[config.mk]
export PLATFORM = sky130hd
export DESIGN_NAME = tagged_fifo_with_reclaim_top
export DESIGN_NICKNAME = d
export VERILOG_FILES = /design/src/sv/tfr_pkg.sv /design/src/sv/tagged_fifo_with_reclaim_top.sv
export SDC_FILE = /design/constraint.sdc
export NUM_CORES = 2
export LEC_CHECK = 0
export ABC_AREA = 1
export BUFFER_PORTS_ARGS = -buffer_cell sky130_fd_sc_hd__buf_2
export CAP_MARGIN = 20
export CORE_ASPECT_RATIO = 2
export CORE_MARGIN = 1
export CORE_UTILIZATION = 50
export CTS_CLUSTER_SIZE = 12
export DETAILED_ROUTE_END_ITERATION = 10
export PLACE_DENSITY = 0.66
export SLEW_MARGIN = 20
export SYNTH_ARGS = -nofsm -noshare
export SYNTH_HDL_FRONTEND = slang
export SYNTH_SLANG_ARGS = --single-unit
[constraint.sdc]
create_clock -name aclk -period 25.6 [get_ports aclk]
set_input_delay 1.28 -clock aclk [delete_from_list [all_inputs] [get_ports aclk]]
set_output_delay 1.28 -clock aclk [all_outputs]
set_load 0.1 [all_outputs]
[src/sv/tfr_pkg.sv]
// Shared request and response types and operation codes for the tagged FIFO with reclaim.
package tfr_pkg;

    localparam int VALUE_FIELD_W = 64;
    localparam int TAG_W         = 32;
    localparam int FUNC_W        = 3;
    localparam int COUNT_W       = 5;

    localparam logic [FUNC_W-1:0] FUNC_PUSH     = 3'd0;
    localparam logic [FUNC_W-1:0] FUNC_POP      = 3'd1;
    localparam logic [FUNC_W-1:0] FUNC_PEEK     = 3'd2;
    localparam logic [FUNC_W-1:0] FUNC_CONTAINS = 3'd3;
    localparam logic [FUNC_W-1:0] FUNC_RECLAIM  = 3'd4;

    typedef struct packed {
        logic [FUNC_W-1:0]        func;
        logic [VALUE_FIELD_W-1:0] value;
        logic [TAG_W-1:0]         tag;
    } tfr_req_t;

    typedef struct packed {
        logic                     ok;
        logic [VALUE_FIELD_W-1:0] out_value;
        logic [TAG_W-1:0]         out_tag;
        logic [COUNT_W-1:0]       count;
    } tfr_rsp_t;

endpackage

[src/sv/tagged_fifo_with_reclaim_top.sv]
// Top level of the tagged FIFO with reclaim: a linked-list queue kept in on-chip memories.
//
// The s_ channel carries one request per handshake: push a value and tag, pop the head,
// peek at the head, test whether a value is queued, or reclaim (unlink) the first queued
// entry holding a value. The m_ channel returns exactly one response per request, in
// request order, with a success flag, the value and tag read by pop or peek, and the
// number of queued entries after the request.
// Push, pop, peek, and any request that fails at once go from the idle state to the
// finishing step: acceptance issues the memory accesses, and the finishing step completes
// the update and loads the response register. Contains walks the list one entry per cycle
// up to the match (or through the whole queue when there is none); reclaim of a match
// passes through a release step that puts the entry on the free list. The walk is bounded
// by the single read port of the value store.
// After reset the queue is empty and every entry is free; no initialization sweep is
// run, so requests are taken as soon as reset is released. Links of entries never
// handed out are derived from a high-water mark instead of being stored.
// A request may be accepted while the previous response still waits on the m_ channel;
// the block then holds in its finishing step until the response register frees up, and
// it does not accept another request until then.
module tagged_fifo_with_reclaim_top #(
    parameter int CAPACITY    = 16,
    parameter int VALUE_WIDTH = 64
) (
    input  logic              aclk,
    input  logic              aresetn,
    input  logic              s_valid,
    output logic              s_ready,
    input  tfr_pkg::tfr_req_t s_payload,
    output logic              m_valid,
    input  logic              m_ready,
    output tfr_pkg::tfr_rsp_t m_payload
);
    import tfr_pkg::*;

    localparam int IDX_W = (CAPACITY > 1) ? $clog2(CAPACITY) : 1;
    localparam int CNT_W = $clog2(CAPACITY + 1);
    localparam int DAT_W = VALUE_WIDTH + TAG_W;

    typedef enum logic [3:0] {
        ST_IDLE = 4'b0001,
        ST_WALK = 4'b0010,
        ST_REL  = 4'b0100,
        ST_FIN  = 4'b1000
    } state_t;

    // Successor of an index in the initial free-list chain.
    function automatic logic [IDX_W-1:0] inc_idx(input logic [IDX_W-1:0] i);
        logic [IDX_W-1:0] r;
        if (i == IDX_W'(CAPACITY - 1)) begin
            r = '0;
        end else begin
            r = i + 1'b1;
        end
        return r;
    endfunction

    state_t                 state_reg, state_next;
    logic [IDX_W-1:0]       head_reg, head_next;
    logic [IDX_W-1:0]       tail_reg, tail_next;
    logic [IDX_W-1:0]       free_head_reg, free_head_next;
    logic [CNT_W-1:0]       queued_reg, queued_next;
    logic [CNT_W-1:0]       hwm_reg, hwm_next;
    logic [IDX_W-1:0]       cur_reg, cur_next;
    logic [IDX_W-1:0]       prev_reg, prev_next;
    logic [CNT_W-1:0]       step_reg, step_next;
    logic [FUNC_W-1:0]      func_reg, func_next;
    logic [VALUE_WIDTH-1:0] key_reg, key_next;
    logic                   ok_reg, ok_next;
    logic                   fresh_reg, fresh_next;
    logic                   m_valid_reg, m_valid_next;
    tfr_rsp_t               m_payload_reg, m_payload_next;

    // Entry store: value and tag of each entry, and the link of each entry.
    logic [DAT_W-1:0] dat_mem [CAPACITY];
    logic [IDX_W-1:0] lnk_mem [CAPACITY];
    logic [DAT_W-1:0] dat_rd_reg;
    logic [IDX_W-1:0] lnk_rd_reg;

    logic             dat_we, dat_re, lnk_we, lnk_re;
    logic [IDX_W-1:0] dat_waddr, dat_raddr, lnk_waddr, lnk_raddr, lnk_wdata;
    logic [DAT_W-1:0] dat_wdata;

    logic                   accept, out_free, full, empty, last_step;
    logic [IDX_W-1:0]       link_eff;
    logic [VALUE_WIDTH-1:0] key_in, val_q;
    logic [TAG_W-1:0]       tag_q;
    tfr_rsp_t               rsp;

    // No request is taken while reset is held.
    assign s_ready   = aresetn && (state_reg == ST_IDLE);
    assign m_valid   = m_valid_reg;
    assign m_payload = m_payload_reg;

    assign accept    = s_valid && s_ready;
    assign out_free  = !m_valid_reg || m_ready;
    assign full      = (queued_reg == CNT_W'(CAPACITY));
    assign empty     = (queued_reg == '0);
    assign last_step = (step_reg == queued_reg - CNT_W'(1));
    assign key_in    = s_payload.value[VALUE_WIDTH-1:0];
    assign val_q     = dat_rd_reg[VALUE_WIDTH-1:0];
    assign tag_q     = dat_rd_reg[DAT_W-1 -: TAG_W];
    // An entry at or above the high-water mark was never handed out, so its link is
    // still the one from the reset chain.
    assign link_eff  = fresh_reg ? inc_idx(cur_reg) : lnk_rd_reg;

    always_comb begin
        state_next     = state_reg;
        head_next      = head_reg;
        tail_next      = tail_reg;
        free_head_next = free_head_reg;
        queued_next    = queued_reg;
        hwm_next       = hwm_reg;
        cur_next       = cur_reg;
        prev_next      = prev_reg;
        step_next      = step_reg;
        func_next      = func_reg;
        key_next       = key_reg;
        ok_next        = ok_reg;
        fresh_next     = fresh_reg;
        m_valid_next   = m_valid_reg && !m_ready;
        m_payload_next = m_payload_reg;

        dat_we    = 1'b0;
        dat_waddr = '0;
        dat_wdata = '0;
        dat_re    = 1'b0;
        dat_raddr = '0;
        lnk_we    = 1'b0;
        lnk_waddr = '0;
        lnk_wdata = '0;
        lnk_re    = 1'b0;
        lnk_raddr = '0;
        rsp       = '0;

        case (state_reg)
            ST_IDLE: begin
                if (accept) begin
                    func_next  = s_payload.func;
                    key_next   = key_in;
                    ok_next    = 1'b0;
                    fresh_next = 1'b0;
                    state_next = ST_FIN;
                    case (s_payload.func)
                        FUNC_PUSH: begin
                            if (!full) begin
                                ok_next    = 1'b1;
                                dat_we     = 1'b1;
                                dat_waddr  = free_head_reg;
                                dat_wdata  = {s_payload.tag, key_in};
                                lnk_re     = 1'b1;
                                lnk_raddr  = free_head_reg;
                                cur_next   = free_head_reg;
                                fresh_next = (CNT_W'(free_head_reg) >= hwm_reg);
                                if (!empty) begin
                                    lnk_we    = 1'b1;
                                    lnk_waddr = tail_reg;
                                    lnk_wdata = free_head_reg;
                                end
                            end
                        end
                        FUNC_POP, FUNC_PEEK: begin
                            if (!empty) begin
                                ok_next    = 1'b1;
                                dat_re     = 1'b1;
                                dat_raddr  = head_reg;
                                lnk_re     = 1'b1;
                                lnk_raddr  = head_reg;
                                cur_next   = head_reg;
                                fresh_next = (CNT_W'(head_reg) >= hwm_reg);
                            end
                        end
                        FUNC_CONTAINS, FUNC_RECLAIM: begin
                            if (!empty) begin
                                dat_re     = 1'b1;
                                dat_raddr  = head_reg;
                                lnk_re     = 1'b1;
                                lnk_raddr  = head_reg;
                                cur_next   = head_reg;
                                prev_next  = head_reg;
                                step_next  = '0;
                                fresh_next = (CNT_W'(head_reg) >= hwm_reg);
                                state_next = ST_WALK;
                            end
                        end
                        default: begin
                        end
                    endcase
                end
            end

            ST_WALK: begin
                if (val_q == key_reg) begin
                    ok_next = 1'b1;
                    if (func_reg == FUNC_RECLAIM) begin
                        // Unlink the match here; its return to the free list
                        // needs its own link write in the next cycle.
                        if (step_reg != '0) begin
                            lnk_we    = 1'b1;
                            lnk_waddr = prev_reg;
                            lnk_wdata = link_eff;
                        end else begin
                            head_next = link_eff;
                        end
                        if (last_step) begin
                            tail_next = prev_reg;
                        end
                        queued_next = queued_reg - CNT_W'(1);
                        state_next  = ST_REL;
                    end else begin
                        state_next = ST_FIN;
                    end
                end else if (last_step) begin
                    state_next = ST_FIN;
                end else begin
                    prev_next  = cur_reg;
                    cur_next   = link_eff;
                    step_next  = step_reg + CNT_W'(1);
                    dat_re     = 1'b1;
                    dat_raddr  = link_eff;
                    lnk_re     = 1'b1;
                    lnk_raddr  = link_eff;
                    fresh_next = (CNT_W'(link_eff) >= hwm_reg);
                end
            end

            ST_REL: begin
                lnk_we         = 1'b1;
                lnk_waddr      = cur_reg;
                lnk_wdata      = free_head_reg;
                free_head_next = cur_reg;
                state_next     = ST_FIN;
            end

            ST_FIN: begin
                if (out_free) begin
                    rsp.ok = ok_reg;
                    if (ok_reg) begin
                        case (func_reg)
                            FUNC_PUSH: begin
                                free_head_next = link_eff;
                                if (fresh_reg) begin
                                    hwm_next = hwm_reg + CNT_W'(1);
                                end
                                tail_next = cur_reg;
                                if (empty) begin
                                    head_next = cur_reg;
                                end
                                queued_next = queued_reg + CNT_W'(1);
                            end
                            FUNC_POP: begin
                                rsp.out_value  = VALUE_FIELD_W'(val_q);
                                rsp.out_tag    = tag_q;
                                head_next      = link_eff;
                                queued_next    = queued_reg - CNT_W'(1);
                                lnk_we         = 1'b1;
                                lnk_waddr      = cur_reg;
                                lnk_wdata      = free_head_reg;
                                free_head_next = cur_reg;
                            end
                            FUNC_PEEK: begin
                                rsp.out_value = VALUE_FIELD_W'(val_q);
                                rsp.out_tag   = tag_q;
                            end
                            default: begin
                            end
                        endcase
                    end
                    rsp.count      = COUNT_W'(queued_next);
                    m_payload_next = rsp;
                    m_valid_next   = 1'b1;
                    state_next     = ST_IDLE;
                end
            end

            default: begin
                state_next = ST_IDLE;
            end
        endcase
    end

    always_ff @(posedge aclk) begin
        if (dat_we) begin
            dat_mem[dat_waddr] <= dat_wdata;
        end
        if (dat_re) begin
            dat_rd_reg <= dat_mem[dat_raddr];
        end
    end

    always_ff @(posedge aclk) begin
        if (lnk_we) begin
            lnk_mem[lnk_waddr] <= lnk_wdata;
        end
        if (lnk_re) begin
            lnk_rd_reg <= lnk_mem[lnk_raddr];
        end
    end

    always_ff @(posedge aclk) begin
        if (!aresetn) begin
            state_reg     <= ST_IDLE;
            head_reg      <= '0;
            tail_reg      <= '0;
            free_head_reg <= '0;
            queued_reg    <= '0;
            hwm_reg       <= '0;
            m_valid_reg   <= 1'b0;
        end else begin
            state_reg     <= state_next;
            head_reg      <= head_next;
            tail_reg      <= tail_next;
            free_head_reg <= free_head_next;
            queued_reg    <= queued_next;
            hwm_reg       <= hwm_next;
            m_valid_reg   <= m_valid_next;
        end
    end

    always_ff @(posedge aclk) begin
        cur_reg       <= cur_next;
        prev_reg      <= prev_next;
        step_reg      <= step_next;
        func_reg      <= func_next;
        key_reg       <= key_next;
        ok_reg        <= ok_next;
        fresh_reg     <= fresh_next;
        m_payload_reg <= m_payload_next;
    end

endmodule

**Yosys cells after proc, flatten, opt, wreduce, memory -nomap -nowiden**

Memory sizes are Yosys's and may differ from the RTL's. A register that Yosys moved wholly into a read port is not among the register bits.
Index checks and enable logic that the tools add are counted.

- Register bits after elaboration: 211
- Memory bits (writable): 1600
- Output and inout port bits: 104
- Logic and storage cells: 221
- Memories: 2

- Add/sub/neg operators: 5
- Order comparisons: 3
- Equal/unequal tests: 31
- Mux-type cells: 132
- Reduce and logical (&&, ||, !) cells: 30

Memory list:

| name | depth | width | rd ports | clocked after memory_dff | write ports | RTL line | text |
|---|---|---|---|---|---|---|---|
| dat_mem | 16 | 96 | 1 | 1 | 1 | tagged_fifo_with_reclaim_top.sv:74 | `logic [DAT_W-1:0] dat_mem [CAPACITY];` |
| lnk_mem | 16 | 4 | 1 | 1 | 1 | tagged_fifo_with_reclaim_top.sv:75 | `logic [IDX_W-1:0] lnk_mem [CAPACITY];` |

Operator list:

| cell | number |
|---|---|
| $mux W96 | 4 |
| $mux W4 | 62 |
| $pmux W4 S2 | 11 |
| $eq A64 B64 Y1 | 1 |
| $pmux W4 S4 | 3 |
| $mux W5 | 9 |
| $mux W1 | 32 |
| $pmux W5 S2 | 3 |
| $ne A2 B2 Y1 const B | 11 |
| $add A5 B1 Y5 const B | 3 |
| $ge A4 B5 Y1 | 3 |
| $pmux W1 S2 | 7 |
| $reduce_and A7 Y1 | 2 |
| $reduce_and A4 Y1 | 3 |
| $reduce_and A6 Y1 | 2 |
| $eq A3 B2 Y1 const B | 3 |
| $eq A4 B4 Y1 const B | 2 |
| $eq A3 B1 Y1 const B | 2 |
| $eq A3 B3 Y1 const B | 2 |
| $logic_not A3 Y1 | 2 |
| $ne A3 B2 Y1 const B | 2 |
| $ne A3 B3 Y1 const B | 2 |
| $reduce_and A2 Y1 | 3 |
| $reduce_and A3 Y1 | 2 |
| other kinds (18) | 25 |

**Logic depth before layout (Yosys ltp)**

- Depth in word-level cells: 8
- Depth in mapped cells: 21

**Worst setup path after synthesis**

No wires, ideal clock.

- Path kind: input to register
- From: input aresetn
- To: memory dat_mem[0][0] (netlist name), enable pin
- Setup time: 0.669 ns
- Data arrival time: 10.087 ns
- Data required time: 24.931 ns
- Setup slack: 14.844 ns
- Stages on the path: 8
- Path buffers: 2
- Cell sequence: inv_1 > nor2_1 > nand2_2 > nor2_1 > inv_1 > clkbuf_1 > clkbuf_1 > nor3_1

- Longest elaborated chain between the ends: 6
- Elaborated cells on any way between the ends: 8

RTL lines:

| what | RTL line | text |
|---|---|---|
| start, declared | tagged_fifo_with_reclaim_top.sv:25 | `input logic aresetn,` |
| $logic_and A1 B1 Y1 * | tagged_fifo_with_reclaim_top.sv:90 | `assign s_ready = aresetn && (state_reg == ST_IDLE);` |
| via s_ready | tagged_fifo_with_reclaim_top.sv:27 | `output logic s_ready,` |
| $logic_and A1 B1 Y1 * | tagged_fifo_with_reclaim_top.sv:94 | `assign accept = s_valid && s_ready;` |
| $mux W1 | tagged_fifo_with_reclaim_top.sv:137 | `if (accept) begin` |
| $mux W1 | tagged_fifo_with_reclaim_top.sv:135 | `case (state_reg)` |
| $mux W1 | tagged_fifo_with_reclaim_top.sv:282 | `if (dat_we) begin` |
| $mux W1 (implied by the code) | tagged_fifo_with_reclaim_top.sv:283 | `dat_mem[dat_waddr] <= dat_wdata;` |
| end, declared | tagged_fifo_with_reclaim_top.sv:74 |  |

The timed path passes the listed nets; every way through them passes the cells marked *.

**Worst setup path in the final report**

- From: input aresetn
- To: register dat_rd_reg[38], read port of dat_mem, data pin

- Longest elaborated chain between the ends: 4
- Elaborated cells on any way between the ends: 6

RTL lines:

| what | RTL line | text |
|---|---|---|
| $logic_and A1 B1 Y1 * | tagged_fifo_with_reclaim_top.sv:90 |  |
| $logic_and A1 B1 Y1 * | tagged_fifo_with_reclaim_top.sv:94 |  |
| $mux W4 / $mux W1 (equally long branches) | tagged_fifo_with_reclaim_top.sv:137 |  |
| $pmux W4 S2 / $pmux W1 S2 (equally long branches) | tagged_fifo_with_reclaim_top.sv:135 |  |
| end, declared | tagged_fifo_with_reclaim_top.sv:76 | `logic [DAT_W-1:0] dat_rd_reg;` |

Mark *: on every way between the ends. The rest lies on a longest branch, timed or not.
A chain may end at the register's enable or synchronous reset.

==> parameters.txt <==
Parameter                              Value

GRT
  Global route overflow ... 0
  Wire length of the first global-routing pass ... 339,000 microns
  Via count of the first global-routing pass ... 55,700
  Gr usage total ... 0.267
  Antenna violations before repair ... 10
  Largest net degree at the start of global routing ... 241

Clock tree
  Post-cts gate resize count ... 0
  CTS tree ... done
  CTS Sinks ... 1,911
  H-tree level count ... 4
  Cts-stage hold buffer count ... 0
  Number of buffers added by the clock tree synthesis step ... 189
  Library cell used as clock root buffer ... sky130_fd_sc_hd__clkbuf_16
  Clock-pin slew on the worst setup and hold paths ... 60 ps
  Post-CTS setup repair buffer count ... 0
  Insertion delay of the later-clocked pin in the worst-skew pair ... 850 ps
  Deepest clock path buffer count ... 4

Detailed routing
  Post-detailed-route count of antenna-violating nets ... 0
  Iteration-0 DRC Markers ... 5,719
  Detailed-route via count ... 57,200
  DR vias/cell ... 5.70
  Final wirelength ... 227,000 microns
  Post-DR wirelength/cell ... 22.7 microns
  Router iterations before antenna repair ... 8
  DR DRC count ... 0

STA
  Endpoints failing setup ... 0
  Crit path time final ... 6490 ps
  Period utilisation layout ... 0.253
  Fin Setup TNS ... 0 ps
  Worst-case clock skew ... 64.5 ps
  Setup repair after global routing missed its margin ... false
  Highest achievable clock rate ... 0.154 GHz
  Tightest Pin Transition ... 1160 ps
  Worst max-slew margin expressed relative to the limit ... 0.225
  Final hold violations ... 0
  Count of pins over their slew limit ... 0

Setup path
  Worst flop-to-flop path startpoint ... dat_rd_reg[55]
  R2r worst-path depth ... 17
  R2R Setup Slk ... 19,190 ps
  R2R Path End ... dat_rd_reg[38]
  Type of origin of the critical path ... input port
  Largest fanout on the critical path ... 93
  Critical Path AT ... 7060 ps
  Critical path class ... input port to flip-flop
  Nature of the critical path endpoint ... flip-flop
  Worst EP required ... 26,170 ps

Logic synthesis
  Share of synthesized area occupied by flip-flops and latches ... 0.683
  Xor and xnor area share after synthesis ... 0.00167
  Cell Area, Synth ... 83,700 sq um
  Most used flip-flop cell after synthesis ... sky130_fd_sc_hd__edfxtp_1
  Synth Area per Inst ... 10.7 sq um
  Post-synth top area share ... 0.676
  Count of synthesis-stage warnings from yosys ... 0
  Multiplexer share of the synthesized area ... 0
  Arithmetic-cell share of the synthesized area counting full adders, half adders and majority gates ... 0.00284
  FF+latch count, synth ... 1,911
  Basic-gate share of the synthesized area counting and, or, nand and nor cells ... 0.214
  Net count after synthesis ... 7,926
  Cell types with the largest area share after synthesis ... sky130_fd_sc_hd__edfxtp_1 68%, sky130_fd_sc_hd__nand3_1 11%, sky130_fd_sc_hd__inv_1 6.4%
  Largest family of logic cells by synthesized area ... simple AND/OR/NAND/NOR gates
  Async S/R FF share, synth ... 0
  EDFF count, synth ... 1,884
  Synth area leader ... sky130_fd_sc_hd__edfxtp_1
  Area fraction in compound gates after synthesis ... 0.00912
  Cell count after synthesis ... 7,804
  Count of different cell masters after synthesis ... 42

Hold path
  Hold path startpoint ... tail_reg[1]
  Destination of the worst hold path ... tail_reg[1]
  Kind of path behind the tightest hold check ... flip-flop to flip-flop
  Worst Hold Path Cells ... 2

Floorplanning
  Core outline area ... 166,000 sq um
  Row cnt ... 212
  Die H ... 580 microns
  Overall die area ... 169,000 sq um
  Starting utilization of the core area ... 0.503
  Width of the die ... 291 microns
  Number of top-level pins ... 207

Cells and area
  Final instance area ... 91,400 sq um
  Area delta synth->final ... 9.26%
  Number of flip-flops in the largest register ... 1,536
  Fin nets ... 7,964
  End-of-flow core utilization ... 0.550
  Final-layout fill cell count ... 13,700
  Layout cells sized above 1 ... 0.0681

Placement
  Final weighted congestion in routability-driven placement ... 0.926
  Input/output buffers ... 206
  DP HPWL ... 116,000 microns
  Post-placement cell area ... 86,200 sq um

Job
  Max-cap violations ... 0

Power and ir drop
  Leakage power total ... 37.2 nW
  Pwr/cell area ... 72.1 nW/um^2
  Max IR drop VDD ... 49.0 uV

Run status
  Result of the run ... completed
## cells in the mapped netlist, types with 3 or more instances
library cell,instances
sky130_fd_sc_hd__edfxtp_1,1884
sky130_fd_sc_hd__nand3_1,1820
sky130_fd_sc_hd__inv_1,1431
sky130_fd_sc_hd__nand2_1,1380
sky130_fd_sc_hd__nor2_1,309
sky130_fd_sc_hd__nand3b_1,297
sky130_fd_sc_hd__clkbuf_1,192
sky130_fd_sc_hd__buf_2,98
sky130_fd_sc_hd__buf_1,92
sky130_fd_sc_hd__o21ai_0,60
sky130_fd_sc_hd__a21oi_1,41
sky130_fd_sc_hd__buf_4,32
sky130_fd_sc_hd__buf_6,27
sky130_fd_sc_hd__dfxtp_1,27
sky130_fd_sc_hd__ha_1,19
sky130_fd_sc_hd__xor2_1,16
sky130_fd_sc_hd__nor3_1,13
sky130_fd_sc_hd__o22ai_1,8
sky130_fd_sc_hd__o21a_1,6
sky130_fd_sc_hd__a31oi_1,5
sky130_fd_sc_hd__inv_2,5
sky130_fd_sc_hd__nand4_1,5
sky130_fd_sc_hd__o211ai_1,4
sky130_fd_sc_hd__or2_2,4
sky130_fd_sc_hd__clkinv_1,3
sky130_fd_sc_hd__nand2_2,3
sky130_fd_sc_hd__nor2_2,3
## power by group
part | internal [mW] | switching (mW) | total, mW
logic | 0.132 | 0.445 | 0.577
clock network | 1.36 | 1.11 | 2.47
registers | 3.50 | 0.0397 | 3.54
## cells in the final DEF (no fill, tap or decap), drive strengths merged, types with 41 or more instances in the layout
master  netlist  layout
buf         250     289
a21oi        41      41
nor2        312     312
nand3      1820    1820
o21ai        62      62
nand3b      297     297
edfxtp     1884    1884
clkbuf      192     220
inv        1436    1437
nand2      1384    1384
## worst max-delay path by stage
stage / from / endpoint / slack, ps / cells after the start
2_1_floorplan: aresetn / dat_mem[0][0] / 14840 / 8
3_3_place_gp: aresetn / dat_rd_reg[34] / 17490 / 15
3_5_place_dp: aresetn / dat_rd_reg[34] / 17290 / 15
4_1_cts: aresetn / dat_rd_reg[34] / 18120 / 15
5_1_grt: aresetn / dat_rd_reg[38] / 18830 / 16
6_report: aresetn / dat_rd_reg[38] / 19110 / 16
## worst max-delay path: stages
cell and delay (ps):
sky130_fd_sc_hd__buf_2 230, sky130_fd_sc_hd__inv_1 220, sky130_fd_sc_hd__nor2_1 100, sky130_fd_sc_hd__nand2_2 170, sky130_fd_sc_hd__inv_4 260, sky130_fd_sc_hd__nand4_4 310, sky130_fd_sc_hd__buf_4 880, sky130_fd_sc_hd__buf_4 960
sky130_fd_sc_hd__buf_4 870, sky130_fd_sc_hd__buf_4 650, sky130_fd_sc_hd__buf_12 310, sky130_fd_sc_hd__nand3_1 120, sky130_fd_sc_hd__nand3_1 150, sky130_fd_sc_hd__nand3_1 120, sky130_fd_sc_hd__nand3_1 180, sky130_fd_sc_hd__nand2_1 80
## layout make-up
| cell class | instances | area [sq um] | area share |
|---|---|---|---|
| flip-flops and latches | 1911 | 57100 | 0.625 |
| multi-input cells | 4012 | 19200 | 0.210 |
| inverters | 1439 | 5430 | 0.0594 |
| clock buffers | 220 | 4960 | 0.0543 |
| well taps | 2140 | 2680 | 0.0293 |
| repair buffers | 289 | 1840 | 0.0202 |
| clock inverters | 16 | 129 | 0.00141 |
| diodes | 3 | 7.51 | 0.0000821 |
## kinds of logic (layout without fill, tap and decap cells)
logic type / count (synthesis) / after routing
adders and majority gates: 19 / 19
buffers and inverters: 1881 / 1964
AOI/OAI and AO/OA: 137 / 137
other: 0 / 3
and+or+nand+nor: 3840 / 3840
xor gates and xnor gates: 16 / 16
DFF: 1911 / 1911
## per-stage QoR
| stage | hold slack (ps) | power (mW) | worst slack [ps] | std cells |
|---|---|---|---|---|
| finish | 475 | 6.59 | 19110 | 10000 |
| global route | 493 | 6.77 | 18830 | 10000 |
| CTS | 473 | 6.62 | 18120 | 10000 |
| detailed placement | 461 | 4.18 | 17290 | 9787 |
| global placement | 449 | 4.16 | 17490 | 9787 |
| floorplan | 430 | 3.98 | 14840 | 7804 |
## layer usage
layer / GRT usage / routed length, microns / up-vias
met5: 0 / 43 / -
met4: 0.139 / 12100 / 6
met1: 0.328 / 84900 / 28000
met2: 0.464 / 114000 / 2583
met3: 0.0275 / 16100 / 683
li1: - / - / 26000
Power figures use the tool's default switching activity.
